===== config.mk =====
export PLATFORM = sky130hd
export DESIGN_NAME = fra_ram
export DESIGN_NICKNAME = d
export VERILOG_FILES = /design/src/rtl/core/free_range_allocator_macros.svh /design/src/rtl/core/fra_ram.sv
export SDC_FILE = /design/constraint.sdc
export NUM_CORES = 2
export LEC_CHECK = 0
export BUFFER_PORTS_ARGS = -buffer_cell sky130_fd_sc_hd__buf_2
export CAP_MARGIN = 25
export CORE_ASPECT_RATIO = 1.25
export CORE_MARGIN = 4
export CORE_UTILIZATION = 43
export CTS_BUF_LIST = sky130_fd_sc_hd__clkbuf_2
export DETAILED_ROUTE_END_ITERATION = 10
export SLEW_MARGIN = 20
export SYNTH_ARGS = -nofsm -noshare
export SYNTH_HDL_FRONTEND = slang
export SYNTH_SLANG_ARGS = --single-unit
export TNS_END_PERCENT = 100

===== constraint.sdc =====
create_clock -name clk -period 5.52 [get_ports clk]
set_input_delay 0.276 -clock clk [delete_from_list [all_inputs] [get_ports clk]]
set_output_delay 0.276 -clock clk [all_outputs]
set_load 0.01 [all_outputs]

===== src/rtl/core/free_range_allocator_macros.svh =====
// Assertion macros used by the allocator top level.
`ifndef FREE_RANGE_ALLOCATOR_MACROS_SVH
`define FREE_RANGE_ALLOCATOR_MACROS_SVH

// Same-cycle implication, sampled on clk, off during reset.
`define FRA_ASSERT_IMP(lbl, ante, cons) \
  lbl: assert property (@(posedge clk) disable iff (!rst_n) (ante) |-> (cons)) \
    else $error("allocator check failed");

// Next-cycle implication, sampled on clk, off during reset.
`define FRA_ASSERT_NXT(lbl, ante, cons) \
  lbl: assert property (@(posedge clk) disable iff (!rst_n) (ante) |=> (cons)) \
    else $error("allocator check failed");

`endif


===== src/rtl/core/fra_ram.sv =====
// Generic single-write, single-read RAM with registered read data.
module fra_ram #(
  parameter int WIDTH = 64,
  parameter int DEPTH = 32
) (
  input  logic                     clk,
  input  logic                     we,
  input  logic [$clog2(DEPTH)-1:0] waddr,
  input  logic [WIDTH-1:0]         wdata,
  input  logic [$clog2(DEPTH)-1:0] raddr,
  output logic [WIDTH-1:0]         rdata
);
  logic [WIDTH-1:0] mem [DEPTH];

  always_ff @(posedge clk) begin
    if (we) begin
      mem[waddr] <= wdata;
    end
    rdata <= mem[raddr];
  end
endmodule

==> results.md <==
Die:
- The initialized floorplan defines 175 standard-cell rows.
- Measured along the y axis, the die boundary spans 487 µm.
- The horizontal die dimension is 391 µm.
- The region available for standard cell placement spans 182000 µm².
- For this configuration, the core starts out at a cell density of 0.433.
- The die covers 191000 µm².
- The number of primary I/O pins is 140.

STA:
- The final clock period utilization by the worst path is 0.862.
- The slew at the pin closest to its max-slew limit is 1.20 ns.
- Summed over all failing endpoints, the final setup total negative slack is 0 ns.
- For this run, the top clock speed supported by timing is 210 MHz.
- The count of final max-slew check failures is 0.
- The normalized max-slew margin is 0.199.
- Setup repair after global routing left no endpoint under its margin.
- On the final layout, the worst clock skew is 0.120 ns.
- The final count of hold timing violations came to 0.
- The worst-case setup margin in the final layout is 0.762 ns.
- Setup violations remaining at the end of the flow were counted as 0.
- Counting I/O delays and the setup requirement, the final critical path takes 4.76 ns.

Detailed routing:
- The number of nets with antenna violations after routing is 0.
- Dividing the detail-routed via count by the number of cells gives 5.60.
- The remaining design rule violation count is 0.
- The final route contains 37500 vias.
- The detailed router finished its first iteration with 3980 violations.
- The final wirelength is 194000 µm.
- The detailed-routing iteration count for the pre-antenna-repair pass is 7.
- In the final routed layout, each cell accounts on average for 29.0 µm.

CTS:
- The worst-skew pair later-pin latency is 1.77 ns.
- The CTS tree is yes.
- The total clock sinks is 2112.
- After clock tree synthesis, the clock-pin slew on the worst setup and hold paths is 0.12 ns.
- The number of buffers created by CTS is 485.
- In this run the deepest clock path goes through 4 buffers.
- The H-tree depth is 5.
- The root buffer cell is sky130_fd_sc_hd__clkbuf_2.

Synthesis:
- The yosys synthesis warning count is 0.
- Yosys mapped the design onto 31 distinct sky130hd cell types.
- The number of cells produced by synthesis is 3097.
- The share of synthesized area in the top cell type comes to 0.779.
- In the post-synthesis netlist, the biggest area contributors are sky130_fd_sc_hd__edfxtp_1, sky130_fd_sc_hd__mux4_2, sky130_fd_sc_hd__dfxtp_1.
- The count of flip-flops with a built-in enable after synthesis is 2048.
- The most used flip-flop cell after synthesis is sky130_fd_sc_hd__edfxtp_1.
- The post-synthesis cell type with the largest combined area is sky130_fd_sc_hd__edfxtp_1.
- The mean area per synthesized cell is 25.5 µm².
- The share of synthesized registers carrying an async set or reset is 0.
- Of the synthesized area, sequential elements account for 0.795.
- The net count after synthesis is 3173.
- The combined area of all synthesized cells is 79000 µm².
- The synthesized flop and latch total is 2112.

Critical path:
- The dominant delay contributor by cell family on the critical path is buffers and inverters.
- The path type of the worst setup path is primary input to flop.
- In this design, the stage delay of the slowest critical-path cell is 1.25 ns.
- The worst setup path is captured at a flop.
- Traced cell by cell, the critical path runs through dlygate4sd3_1 -> buf_2 -> dlygate4sd3_1 -> or3b_2 -> dlygate4sd3_1 -> dlygate4sd3_1 -> nor2_4 -> dlygate4sd3_1 -> dlygate4sd3_1 -> buf_12.
- The kind of launch point of the worst setup path is a primary input.
- The cell with the biggest individual delay on the critical path is sky130_fd_sc_hd__dlygate4sd3_1.
- Together, buffers and inverters on the worst path number 8.
- Of all nets on the critical path, the largest fanout is 54.
- The signal arrival time at the worst endpoint is 6.05 ns.
- At the worst endpoint, the required time is 6.82 ns.
- Among the stages of the critical path, the cell type that occurs most often is sky130_fd_sc_hd__dlygate4sd3_1.

GRT:
- Entering global routing, the biggest net connects 76 pins.
- The initial antenna violation count came to 22.
- The first global-routing pass estimated 278000 µm of wire.
- The via count of the first global-routing pass was 39200.
- The global-route congestion overflow total is 0.
- Across every metal layer, demand over resource in global routing totals 0.206.

Worst hold path:
- The type of the most critical hold path is primary input to flop.

Power:
- The worst-case IR drop observed on VDD is 0.000238 V.
- For this design the static power due to leakage is 0.0292 µW.
- Dividing total power by cell area gives a power density of 324 nW/µm².

Place:
- The setup slack after placement is 2.39 ns.
- Buffers placed on the I/O ports in this run total 139.
- The congestion estimate from routability-driven global placement came to 0.703.
- The final HPWL from detailed placement is 94100 µm.

Flow run:
- The tool flagged a number of max-cap violations equal to 0.

Outcome:
- The run finished with clean final reports.

Finish:
- The fraction of final layout cells with drive strength greater than 1 is 0.405.
- The total number of nets in the final design is 3984.
- The layout overhead on the synthesized area is 14.3%.
-- stage by stage --
| step | util | std cells | power [µW] | cell area, µm² | hold slack, ns |
|---|---|---|---|---|---|
| finish | 0.496 | 6693 | 29200 | 90300 | 0.108 |
| global placement | 0.457 | 5564 | 19800 | 83300 | 0.677 |
| CTS | 0.491 | 6608 | 29600 | 89400 | 0.0128 |
| detailed placement | 0.457 | 5565 | 19800 | 83300 | 0.679 |
| floorplan | - | 3097 | 19200 | 79000 | 0.375 |
| global route | 0.496 | 6687 | 30600 | 90300 | 0.0145 |
-- sequential cells by signal (all words and copies together), names as in the netlist --
signal / flops
mem: 2048
rdata: 64
-- synth_stat cells (4+ instances only) --
| cell | number |
|---|---|
| sky130_fd_sc_hd__nor2b_1 | 4 |
| sky130_fd_sc_hd__o22ai_1 | 10 |
| sky130_fd_sc_hd__o21ai_0 | 9 |
| sky130_fd_sc_hd__buf_1 | 19 |
| sky130_fd_sc_hd__dfxtp_1 | 64 |
| sky130_fd_sc_hd__a221oi_1 | 12 |
| sky130_fd_sc_hd__buf_4 | 14 |
| sky130_fd_sc_hd__clkbuf_1 | 55 |
| sky130_fd_sc_hd__nor2_1 | 41 |
| sky130_fd_sc_hd__nand3b_1 | 5 |
| sky130_fd_sc_hd__mux2i_1 | 38 |
| sky130_fd_sc_hd__buf_2 | 65 |
| sky130_fd_sc_hd__mux2_2 | 74 |
| sky130_fd_sc_hd__edfxtp_1 | 2048 |
| sky130_fd_sc_hd__mux4_2 | 602 |
-- cell families (layout without fill, tap and decap cells) --
| logic type | Yosys count | after routing | share of synthesized area |
|---|---|---|---|
| other | 0 | 12 | 0 |
| multiplexers | 714 | 714 | 0.187 |
| flip-flops | 2112 | 2112 | 0.795 |
| AO/OA/AOI/OAI | 50 | 50 | 0.00466 |
| buffers and inverters | 157 | 1352 | 0.00944 |
| AND/OR/NAND/NOR | 64 | 64 | 0.00379 |
-- report_power, final --
part	switching [µW]	leakage (µW)	total (µW)	internal, µW
sequential	97.3	0.0190	17900	17800
combinational	910	0.00685	1720	808
clock	5900	0.00333	9620	3720
total	6910	0.0292	29200	22300
-- area by class of cell --
type                    instances  area [µm²]
well taps                    2389        2990
diodes                         12        30.0
clock inverters               148         708
inverters                       1        3.75
fillers                     14800       91900
multi-input cells             828       15700
repair buffers                480        4470
flip-flops and latches       2112       62800
clock buffers                 723        3620
-- layer usage --
metal / vias to the layer above / global-route usage / routed length, µm
li1: 15500 / - / -
met1: 20200 / 0.288 / 80600
met2: 1547 / 0.333 / 96400
met3: 245 / 0.0438 / 14000
met4: 4 / 0.0521 / 3070
met5: - / 0 / 18
-- placed cells by master, fill, tap and decap left out, drive strengths merged, types with 2 or more instances in the layout --
master	instances
o31a	3
nand3	2
mux2	74
bufinv	5
clkbuf	724
nor2b	4
nand3b	5
nand2b	2
or3b	2
a211oi	3
o2bb2ai	3
o211ai	3
clkinv	139
o22ai	10
and2	4
mux4	602
buf	283
nand2	3
dlygate4sd3	196
o221ai	3
mux2i	38
a22oi	3
o21ai	9
edfxtp	2048
nor2	41
a221oi	12
inv	4
diode	12
dfxtp	64
-- worst reg2reg max path, cell delays in order, from the launching register on --
cell and delay [ns]:
sky130_fd_sc_hd__edfxtp_1 0.39, sky130_fd_sc_hd__mux4_2 0.45, sky130_fd_sc_hd__dlygate4sd3_1 0.56, sky130_fd_sc_hd__mux2i_1 0.14
sky130_fd_sc_hd__dlygate4sd3_1 0.57, sky130_fd_sc_hd__o21ai_0 0.07, sky130_fd_sc_hd__dlygate4sd3_1 0.57, sky130_fd_sc_hd__and2_1 0.17
sky130_fd_sc_hd__dlygate4sd3_1 0.56
-- path summary, 6_finish.rpt --
path	from	depth (start not counted)	to	slack, ns
worst max register to register	mem[5][36]$_DFFE_PP_	8	rdata[36]$_DFF_P_	1.95
worst max-delay path	waddr[2]	10	mem[17][50]$_DFFE_PP_	0.76
worst min register to register	mem[4][13]$_DFFE_PP_	3	rdata[13]$_DFF_P_	0.84
worst min-delay path	wdata[62]	3	mem[13][62]$_DFFE_PP_	0.11
-- timing repair --
item,4_1_cts,5_1_grt
gates resized for setup,0,0
hold buffers,172,37
buffers inserted,0,0
hold endpoints to repair,4160,460
(Power assumes the default switching activity.)
